--- src/sv/grtb_pkg.sv ---
`timescale 1ns / 1ps
package grtb_pkg;

    localparam int GLINE_W = 16;
    localparam int COLOR_W = 8;
    localparam int PX_W    = 8;
    localparam int PY_W    = 8;
    localparam int ROW_W   = 4;
    localparam int SEGW_W  = 4;
    localparam int RADDR_W = 13;
    localparam int WORD_W  = 32;
    localparam int GH_W    = 5;
    localparam int LINE_W  = 9;
    localparam int ADDR_W  = 16;
    localparam int TDATA_IN_W  = 64;
    localparam int TDATA_OUT_W = 32;

    localparam int OFS_GLINE = 0;
    localparam int OFS_COLOR = OFS_GLINE + GLINE_W;
    localparam int OFS_PX    = OFS_COLOR + COLOR_W;
    localparam int OFS_PY    = OFS_PX + PX_W;
    localparam int OFS_ROW   = OFS_PY + PY_W;
    localparam int OFS_SEGW  = OFS_ROW + ROW_W;
    localparam int OFS_RADDR = OFS_SEGW + SEGW_W;

    localparam logic [GH_W-1:0]    GH_RESET  = 5'd16;
    localparam logic [COLOR_W-1:0] COLOR_MAX = 8'd7;
    localparam logic               REQ_DRAW  = 1'b0;
    localparam logic               REQ_READ  = 1'b1;

    localparam logic [1:0] ASEL_CLR   = 2'd0;
    localparam logic [1:0] ASEL_RADDR = 2'd1;
    localparam logic [1:0] ASEL_A1    = 2'd2;
    localparam logic [1:0] ASEL_A2    = 2'd3;

    typedef struct packed {
        logic       load;
        logic       mem_en;
        logic       mem_we;
        logic [1:0] asel;
        logic       clr_step;
        logic       set_flag;
        logic       out_load;
    } t_cmd;

    typedef struct packed {
        logic is_read;
        logic skip;
        logic spill;
        logic clr_done;
        logic out_free;
    } t_sts;

    function automatic logic [WORD_W-1:0] expand_row(input logic [GLINE_W-1:0] line,
                                                     input logic [COLOR_W-1:0] color);
        logic [1:0]        hi;
        logic [1:0]        v;
        logic [WORD_W-1:0] word;
        hi   = (color > COLOR_MAX) ? 2'b11 : color[1:0];
        word = '0;
        for (int k = 0; k < 8; k++) begin
            v = line[2*k +: 2];
            if (v != 2'b00) begin
                word[4*k +: 4] = {hi, v};
            end
        end
        return word;
    endfunction

endpackage

--- src/sv/grtb_ctrl.sv ---
`timescale 1ns / 1ps
module grtb_ctrl (
    input  logic          i_clk,
    input  logic          i_rst_n,
    input  logic          i_s_valid,
    output logic          o_s_ready,
    input  grtb_pkg::t_sts i_sts,
    output grtb_pkg::t_cmd o_cmd
);
    import grtb_pkg::*;

    localparam logic [2:0] S_CLR   = 3'd0;
    localparam logic [2:0] S_IDLE  = 3'd1;
    localparam logic [2:0] S_DEC   = 3'd2;
    localparam logic [2:0] S_RDONE = 3'd3;
    localparam logic [2:0] S_WR1   = 3'd4;
    localparam logic [2:0] S_RD2   = 3'd5;
    localparam logic [2:0] S_WR2   = 3'd6;

    logic [2:0] r_state;
    logic [2:0] n_state;

    always_ff @(posedge i_clk) begin
        if (!i_rst_n) begin
            r_state <= S_CLR;
        end else begin
            r_state <= n_state;
        end
    end

    assign o_s_ready = (r_state == S_IDLE);

    always_comb begin
        n_state = r_state;
        o_cmd   = '0;
        case (r_state)
            S_CLR: begin
                o_cmd.mem_en   = 1'b1;
                o_cmd.mem_we   = 1'b1;
                o_cmd.asel     = ASEL_CLR;
                o_cmd.clr_step = 1'b1;
                if (i_sts.clr_done) begin
                    n_state = S_IDLE;
                end
            end
            S_IDLE: begin
                if (i_s_valid) begin
                    o_cmd.load = 1'b1;
                    n_state    = S_DEC;
                end
            end
            S_DEC: begin
                if (i_sts.is_read) begin
                    o_cmd.mem_en = 1'b1;
                    o_cmd.asel   = ASEL_RADDR;
                    n_state      = S_RDONE;
                end else if (i_sts.skip) begin
                    n_state = S_IDLE;
                end else begin
                    o_cmd.mem_en = 1'b1;
                    o_cmd.asel   = ASEL_A1;
                    n_state      = S_WR1;
                end
            end
            S_RDONE: begin
                if (i_sts.out_free) begin
                    o_cmd.out_load = 1'b1;
                    n_state        = S_IDLE;
                end
            end
            S_WR1: begin
                o_cmd.mem_en   = 1'b1;
                o_cmd.mem_we   = 1'b1;
                o_cmd.asel     = ASEL_A1;
                o_cmd.set_flag = 1'b1;
                n_state        = i_sts.spill ? S_RD2 : S_IDLE;
            end
            S_RD2: begin
                o_cmd.mem_en = 1'b1;
                o_cmd.asel   = ASEL_A2;
                n_state      = S_WR2;
            end
            S_WR2: begin
                o_cmd.mem_en = 1'b1;
                o_cmd.mem_we = 1'b1;
                o_cmd.asel   = ASEL_A2;
                n_state      = S_IDLE;
            end
            default: begin
                n_state = S_IDLE;
            end
        endcase
    end

endmodule

--- config.mk ---
export PLATFORM = sky130hd
export DESIGN_NAME = grtb_ctrl
export DESIGN_NICKNAME = d
export VERILOG_FILES = /design/src/sv/grtb_pkg.sv /design/src/sv/grtb_ctrl.sv
export SDC_FILE = /design/constraint.sdc
export NUM_CORES = 1
export LEC_CHECK = 0
export BUFFER_PORTS_ARGS = -buffer_cell sky130_fd_sc_hd__buf_2
export CORE_AREA = 3 3 40 42
export DETAILED_ROUTE_END_ITERATION = 8
export DIE_AREA = 0 0 43 45
export SYNTH_ARGS = -nofsm -noshare
export SYNTH_HDL_FRONTEND = slang
export SYNTH_SLANG_ARGS = --single-unit
--- constraint.sdc ---
create_clock -name i_clk -period 1.05 [get_ports i_clk]
set_input_delay 0.105 -clock i_clk [delete_from_list [all_inputs] [get_ports i_clk]]
set_output_delay 0.105 -clock i_clk [all_outputs]
set_load 0.01 [all_outputs]
# == Word level (Yosys, flattened, before mapping) ==
# Index checks and enable logic that the tools add are counted.
# classes
n_mux,20
reduce_logical,5
n_eq_ne,9
# ops
operator,n
$mux W3,6
$pmux W3 S6,1
$eq A3 B3 Y1 const B,3
$mux W1,9
$eq A3 B2 Y1 const B,2
$ne A2 B2 Y1 const B,3
$pmux W2 S3,1
$mux W2,2
$reduce_or A4 Y1,1
$eq A3 B1 Y1 const B,1
$logic_not A3 Y1,1
$reduce_and A3 Y1,1
$reduce_or A3 Y1,1
$pmux W1 S2,1
$reduce_or A2 Y1,1
# word_totals
reg_bits,3
inputBits,8
elab_cells,35
out_inout_bits,9

# == Logic depth before layout (Yosys ltp) ==
# Gate-level depths: netlist of run 1.
# depth
ltp_word,3
depth_mapped,4
depth_no_buf,3

# == Least setup slack after synthesis of run 1 ==
# No wires, ideal clock.
# synth_path
path_type,reg2out
from,register r_state[0]
to,output o_cmd[6] (netlist bit)
t_arrival_ns,0.892
path_stages_with_launch,4
required_ns,0.945
setup_slack_ns,0.053
path_buffers,1
path_cell_list,dfxtp_1 > buf_4 > a31oi_1 > a2bb2oi_1
# synth_lines
item,line_no,rtl
start: declaration,grtb_ctrl.sv:20,logic [2:0] r_state;
start signal: assignment,grtb_ctrl.sv:27,r_state <= n_state;
end: declaration,grtb_ctrl.sv:8,output grtb_pkg::t_cmd o_cmd

==> metrics.txt, run 1 <==
status=complete, but fails checks; failing checks=negative setup slack; share of cells above drive strength 1=0.662; Slew Limit Fails=0; Worst slew margin=0.810; DRC=0; Final Cycle Share=1.20; clock buffer count from CTS=3; fin crit period=1.26 ns; Clock Tree Buf Depth=2; fill cell count=134; commonest cells after routing, fill and taps aside=15 x buf_2, 10 x buf_4, 4 x nand2_1, 4 x nor2_1; port bufs=16; CP required=approximately 0.94 ns; Ys Warns=0; vias in the first global route=389; Final Setup Violations=10; biggest regs=r_state (3); Post-Route Skew=0.00172 ns; largest net degree at the start of global routing=11; Crit Path Max Fanout=7; Setup CP Type=reg -> out; Core Footprint=1280 µm²; Syn Inst Count=39; Mean Syn Cell Area=7.51 µm²; CP max stage delay=0.36 ns; #FFs+latches synth=3; initial core utilization=0.228; GRT overflow=0; Worst Path Arrival=1.16 ns; first-pass GRT wire length=1.50 mm; RSZ-0062 raised after global routing=yes; placed instance count=75; die area=about 1900 µm²; max reg flops=3; Worst-Skew Late Latency=0.23 ns; delay-heaviest family, CP=flip-flops; vias after detailed routing=381; final WL=slightly above 900 µm; std cell rows=13; Clk pin slew, worst setup/hold paths=0.03 ns; CTS tree=done; f_max=791 MHz; Non-Filler Instances=just over 80; Yosys cell types=21; Slew @ Worst Pin=0.284 ns; P_leak=0.281 nW; Die Ht=45 µm; fin nets=just under 80; io pins=17; GPL Wtd Cong=between 0.7 and 0.8; setup TNS=-1.55 ns; final design utilization=0.442; initial antenna violation count=0; DRT iter0 DRCs=1; worst hold slack=0.120 ns; CP max-delay cell=dfxtp_4; vias per cell=4.59; sequential fraction of the synthesis area=0.205; Top reg by flops=r_state; Max IR drop VDD=0.590 mV; Root Buffer=clkbuf_4; hold violation total from the final report=0; commonest non-fill, non-tap cell in the layout=buf_2; Total GRT Usage=0.107; CP cell instances=buf_6 -> a31oi_4 -> a2bb2oi_2 -> buf_2; Power Total=0.688 mW; crit start category=flip-flop; Final WS setup=-0.214 ns; Detailed Place HPWL=564 µm; Hold Path Class=in -> reg; Routed Antenna Nets=0; Die Wd=43 µm; syn_nets=47; Layout area overhead=94.0%; Ant. Diodes=0; DR WL/cell=11.2 µm; H-tree Lvls=1; Sink Count=3; Pwr Density=1210 nW/µm²; cell area after synthesis=~290 µm²; WP buf/inv=2; max-cap violations=0; Post-CTS Hold Buffers=0; drt first pass iters=2; CP Capture Type=primary output
## power breakdown
part	internal (mW)	total, mW	switching [mW]	leakage [nW]
logic	0.179	0.321	0.141	0.239
registers	0.128	0.163	0.0354	0.0267
clock network	0.143	0.205	0.0620	0.0150
## synthesized netlist by cell type (all sizes together)
cell / number / area [µm²]
and3: 1 / 6.26
nor3: 3 / 20.0
nor3b: 2 / 15.0
a31oi: 2 / 12.5
o41ai: 1 / 16.3
inv: 2 / 7.51
and2b: 2 / 15.0
a21boi: 1 / 7.51
a221oi: 1 / 15.0
nor2b: 1 / 6.26
o21ai: 3 / 15.0
xor2: 1 / 8.76
a2bb2oi: 1 / 8.76
nor2: 6 / 22.5
nand2: 4 / 15.0
dfxtp: 3 / 60.1
a21oi: 1 / 5.00
buf: 3 / 30.0
nand2b: 1 / 6.26
## area by class of cell
class | count | area (µm²) | area share
tap | 15 | 18.8 | 0.0330
multi-input combinational | 31 | 260 | 0.458
sequential | 3 | 71.3 | 0.126
clock buffer | 4 | 26.3 | 0.0463
timing repair buffer | 28 | 184 | 0.324
inverter | 2 | 7.51 | 0.0132
## cell families after synthesis
logic type / Yosys count / synth area share
simple gates: 20 / 0.363
compound gates: 10 / 0.273
buf+inv: 5 / 0.128
flops: 3 / 0.205
xor+xnor: 1 / 0.0299
## final timing paths
path	startpoint	end	slack, ns	cells after the start
worst min-delay path	i_rst_n	r_state[1]	0.12	3
worst max-delay path	r_state[1]	o_cmd[6]	-0.21	4
worst max register to register	r_state[1]	r_state[1]	-0.11	5
worst min register to register	r_state[0]	r_state[1]	0.61	2
## routing by layer
metal	global-route usage	part of all wire
met5	0	0
met4	0.108	0.035
met3	0.0159	0.040
met2	0.198	0.55
met1	0.0986	0.38
## tightest hold or removal path: stages
cell      delay [ns]
buf_2           0.12
o41ai_4         0.05
a221oi_2        0.03
## stage by stage
step                      instance area [µm²]  setup slack [ns]
after floorplan                           293            0.0531
after global placement                    422           -0.0559
after detailed placement                  422           -0.0757
after CTS                                 534            -0.208
after global routing                      568            -0.246
final                                     568            -0.214
## timing repair
| action | in CTS | in global routing |
|---|---|---|
| pin swaps | 2 | 4 |
| setup buffers | 3 | 1 |
| endpoints found under the hold margin | 0 | 0 |
| gates resized for setup | 15 | 4 |
| setup endpoints to repair | 11 | 11 |
(Power assumes the default switching activity.)
==> inputs of run 2 (changes only) <==
--- a/config.mk
+++ b/config.mk
@@ -6,9 +6,10 @@
 export NUM_CORES = 1
 export LEC_CHECK = 0
 export BUFFER_PORTS_ARGS = -buffer_cell sky130_fd_sc_hd__buf_2
-export CORE_AREA = 3 3 40 42
+export CORE_AREA = 2 2 39 41
 export DETAILED_ROUTE_END_ITERATION = 8
-export DIE_AREA = 0 0 43 45
+export DIE_AREA = 0 0 41 43
+export GPL_TIMING_DRIVEN = 1
 export SYNTH_ARGS = -nofsm -noshare
 export SYNTH_HDL_FRONTEND = slang
 export SYNTH_SLANG_ARGS = --single-unit
==> metrics.txt, run 2 (synthesis gave the netlist of run 1 again) <==
Clk pin slew, worst setup/hold paths=0.04 ns (about the same); Ant. Diodes=0 (unchanged); Final Setup Violations=10 (unchanged); first-pass GRT wire length=1.41 mm (-6.4%); Power Total=0.666 mW (-3.2%); Setup CP Type=reg -> out; commonest non-fill, non-tap cell in the layout=buf_2; vias after detailed routing=367 (-3.7%); share of cells above drive strength 1=0.623 (-0.0386); io pins=17 (unchanged); r2r setup slk=-0.02 ns (+0.09 ns); fin crit period=1.27 ns (+0.00187 ns); initial core utilization=0.212 (-0.0163); Pwr Density=1190 nW/µm² (-1.7%); Slew @ Worst Pin=0.336 ns (+0.0524 ns); Worst Path Arrival=1.16 ns (about the same); DRC=0 (unchanged); DR WL/cell=11.0 µm (-2.0%); Post-CTS Hold Buffers=0 (unchanged); max-cap violations=0 (unchanged); H-tree Lvls=1 (unchanged); final design utilization=0.404 (-0.0379); final WL=934 µm (+0.32%); Total GRT Usage=0.116 (+0.00914); Top reg by flops=r_state; Final WS setup=-0.216 ns (-0.00187 ns); fin nets=78 (+1.3%); Die Wd=41 µm (-4.7%); failing checks=negative setup slack; Die Ht=43 µm (-4.4%); clock buffer count from CTS=3 (unchanged); Hold Path End=r_state[1]; Worst slew margin=0.774 (-0.0367); Core Footprint=1380 µm² (+7.7%); initial antenna violation count=0 (unchanged); CP required=0.94 ns (about the same); DRT iter0 DRCs=1 (unchanged); hold violation total from the final report=0 (unchanged); Max IR drop VDD=0.467 mV (-21%); P_leak=0.284 nW (+0.99%); Post-Route Skew=0.000716 ns (-0.00101 ns); Crit Path Max Fanout=7 (unchanged); status=complete, but fails checks; Worst-Skew Late Latency=0.23 ns (about the same); vias per cell=4.32 (-5.9%); vias in the first global route=358 (-8.0%); Routed Antenna Nets=0 (unchanged); Hold Path Class=in -> reg; port bufs=16 (unchanged); largest net degree at the start of global routing=8 (-3); std cell rows=14 (+1); Clock Tree Buf Depth=2 (unchanged); CP Capture Type=primary output; Sink Count=3 (unchanged); Final Cycle Share=1.21 (+0.00178); f_max=790 MHz (-0.15%); Layout area overhead=91.0%; die area=1760 µm² (-8.9%); crit start category=flip-flop; drt first pass iters=2 (unchanged); reg2reg start=r_state[2]; commonest cells after routing, fill and taps aside=16 x buf_2, 8 x buf_4, 5 x nor2_1, 5 x buf_6; Slew Limit Fails=0 (unchanged); max reg flops=3 (unchanged); worst hold slack=0.119 ns (-0.000957 ns); CTS tree=done; Hold Startpoint=i_rst_n; biggest regs=r_state (3); worst r2r dst=r_state[1]; R2R depth=4 (-1); Detailed Place HPWL=596 µm (+5.8%); GPL Wtd Cong=0.780 (-1.6%); GRT overflow=0 (unchanged); RSZ-0062 raised after global routing=yes; hold depth=3 (unchanged); Root Buffer=clkbuf_4
[run 2: what timing repair did]
action / in CTS / in global routing
buffers inserted: 3 / 2
pin swaps: 3 / 1
gates resized for setup: 13 / 6
setup endpoints to repair: 10 / 11
endpoints found under the hold margin: 0 / 0
[run 2: critical path, cell delays in order (launching register included)]
cell,delay (ns)
dfxtp_4,0.37
buf_6,0.13
a31oi_4,0.14
a2bb2oi_1,0.15
buf_2,0.14
[run 2: area by class of cell]
cell class              count  area [µm²]
inverters                   2        7.51
clock buffers               4        26.3
flip-flops and latches      3        71.3
well taps                  16        20.0
multi-input cells          31         238
repair buffers             29         196
fillers                   159         825
[run 2: where the power goes]
part	internal [mW]	switching (mW)	total, mW
Combinational	0.170	0.138	0.308
Clock	0.142	0.0608	0.203
Sequential	0.128	0.0272	0.155
Total	0.440	0.226	0.666
[run 2: per-stage QoR]
| step | TNS, ns | cells | setup WS (ns) | cell area (µm²) |
|---|---|---|---|---|
| global route | -2.05 | 85 | -0.283 | 559 |
| global placement | -0.0729 | 76 | -0.0193 | 423 |
| floorplan | 0 | 39 | 0.0531 | 293 |
| finish | -1.41 | 85 | -0.216 | 559 |
| CTS | -1.42 | 83 | -0.205 | 510 |
| detailed placement | -0.264 | 76 | -0.0837 | 423 |
[run 2: per-layer routing]
layer	global-route usage	wire length, µm	vias up
met3	0.0157	40	0
met5	0	0	-
li1	-	-	197
met1	0.138	354	161
met4	0.0600	0	0
met2	0.191	538	9
[run 2: worst max path at each step]
stage / startpoint / end
final: r_state[0] / o_cmd[6]
after global placement: r_state[1] / r_state[0]
after global routing: r_state[1] / o_cmd[3]
after CTS: r_state[0] / o_cmd[6]
after detailed placement: r_state[1] / r_state[0]
after floorplan: r_state[0] / o_cmd[6]
==> inputs of run 3 (changes only) <==
--- a/config.mk
+++ b/config.mk
@@ -10,6 +10,8 @@
 export DETAILED_ROUTE_END_ITERATION = 8
 export DIE_AREA = 0 0 41 43
 export GPL_TIMING_DRIVEN = 1
+export RECOVER_POWER = 50
+export REMOVE_ABC_BUFFERS = 1
 export SYNTH_ARGS = -nofsm -noshare
 export SYNTH_HDL_FRONTEND = slang
 export SYNTH_SLANG_ARGS = --single-unit
==> metrics.txt, run 3 (synthesis gave the netlist of run 1 again) <==
status=complete, but fails checks; failing checks=negative setup slack; Clock Tree Buf Depth=2 (unchanged); Final WS setup=-0.196 ns (+0.0196 ns); initial antenna violation count=0 (unchanged); clock buffer count from CTS=3 (unchanged); Final Setup Violations=10 (unchanged); final design utilization=0.381 (-0.0235); Max IR drop VDD=0.489 mV (+4.8%); Post-DP Area=423 µm² (unchanged); final WL=739 µm (-21%); vias per cell=4.46 (+3.2%); vias in the first global route=316 (-12%); CP endpoint=o_cmd[6]; RSZ-0062 raised after global routing=yes; drt first pass iters=2 (unchanged); r2r setup slk=-0.05 ns (-0.03 ns); hold violation total from the final report=0 (unchanged); io pins=17 (unchanged); Worst slew margin=0.818 (+0.0445); DRC=0 (unchanged); Setup crit start=r_state[1]; GRT overflow=0 (unchanged); commonest cells after routing, fill and taps aside=16 x buf_2, 5 x nor2_1, 5 x buf_4; max-cap violations=0 (unchanged); largest net degree at the start of global routing=9 (+1); Non-Filler Instances=81 (-4.7%); Hold Startpoint=i_rst_n; DR WL/cell=9.12 µm (-17%); worst hold slack=0.117 ns (-0.00233 ns); Detailed Place HPWL=567 µm (-4.9%); Pwr Density=1200 nW/µm² (+1.1%); biggest regs=r_state (3); fin crit period=1.25 ns (-0.0196 ns); commonest non-fill, non-tap cell in the layout=buf_2; Crit Path Max Fanout=6 (-1); fill cell count=149 (-6.3%); Core Footprint=1380 µm² (unchanged); max reg flops=3 (unchanged); GPL Wtd Cong=0.725 (-7.0%); reg2reg start=r_state[1]; Die Wd=41 µm (unchanged); crit start category=flip-flop; Total GRT Usage=0.0892 (-0.0273); Clk pin slew, worst setup/hold paths=0.04 ns (about the same); first-pass GRT wire length=1.05 mm (-26%); placed instance count=76 (unchanged); DRT iter0 DRCs=3 (+2); Root Buffer=clkbuf_4; post-route cell area=527 µm² (-5.8%); Top reg by flops=r_state; Ant. Diodes=0 (unchanged); share of cells above drive strength 1=0.600 (-0.0232); Sink Count=3 (unchanged); worst r2r dst=r_state[1]; vias after detailed routing=361 (-1.6%); setup TNS=-1.25 ns (+0.165 ns); CP required=0.94 ns (about the same); std cell rows=14 (unchanged); Worst-Skew Late Latency=0.23 ns (about the same); H-tree Lvls=1 (unchanged); f_max=802 MHz (+1.6%); Hold Path Class=in -> reg; Routed Antenna Nets=0 (unchanged); CP Capture Type=primary output; Worst Path Arrival=1.14 ns (-0.02 ns); port bufs=16 (unchanged); CTS tree=done; Setup CP Type=reg -> out; die area=1760 µm² (unchanged); Die Ht=43 µm (unchanged); Post-Route Skew=0.00360 ns (+0.00288 ns); R2R depth=4 (unchanged); fin nets=74 (-5.1%); P_leak=0.257 nW (-9.4%); Final Cycle Share=1.19 (-0.0186); Slew Limit Fails=0 (unchanged); initial core utilization=0.212 (unchanged); Slew @ Worst Pin=0.272 ns (-0.0641 ns); Layout area overhead=79.9%
run 3: final cells by class:
type / count / area [µm²] / share of cell area
Multi-Input combinational cell: 31 / 239 / 0.454
Timing Repair Buffer: 25 / 163 / 0.309
Sequential cell: 3 / 71.3 / 0.135
Clock buffer: 4 / 26.3 / 0.0499
Tap cell: 16 / 20.0 / 0.0380
Inverter: 2 / 7.51 / 0.0143
run 3: power by group:
part	internal [mW]	total [mW]	leakage (nW)	switching (mW)
sequential	0.128	0.158	0.0267	0.0299
combinational	0.153	0.278	0.215	0.125
clock	0.142	0.198	0.0150	0.0563
run 3: how the worst min path moves through the flow:
stage | to | slack [ns] | depth (start not counted)
6_report | r_state[1] | 0.12 | 3
5_1_grt | r_state[1] | 0.13 | 3
4_1_cts | r_state[1] | 0.11 | 3
3_5_place_dp | r_state[1] | 0.36 | 3
3_3_place_gp | r_state[1] | 0.37 | 3
2_1_floorplan | r_state[1] | 0.23 | 2
run 3: metrics by stage:
stage                     worst slack (ns)  power, mW
after global routing                -0.258      0.681
after CTS                           -0.221      0.612
after detailed placement           -0.0389      0.384
after global placement             -0.0331      0.381
final                               -0.196      0.634
after floorplan                     -0.104      0.266
run 3: critical path: stages, from the launching register on:
cell	delay, ns
dfxtp_4	0.35
buf_6	0.13
a31oi_4	0.11
a2bb2oi_1	0.17
buf_2	0.14
run 3: timing repair:
action | 4_1_cts | 5_1_grt
hold buffers | 0 | 0
setup buffers | 1 | 0
endpoints found under the setup margin | 11 | 11
pin swaps | 1 | 4
resized for setup | 9 | 7
run 3: routing by layer:
metal	vias to the layer above	wire length (µm)	track usage
met5	-	0	0
met3	0	35	0.0157
li1	189	-	-
met1	163	324	0.0927
met2	9	378	0.141
met4	0	0	0.0800
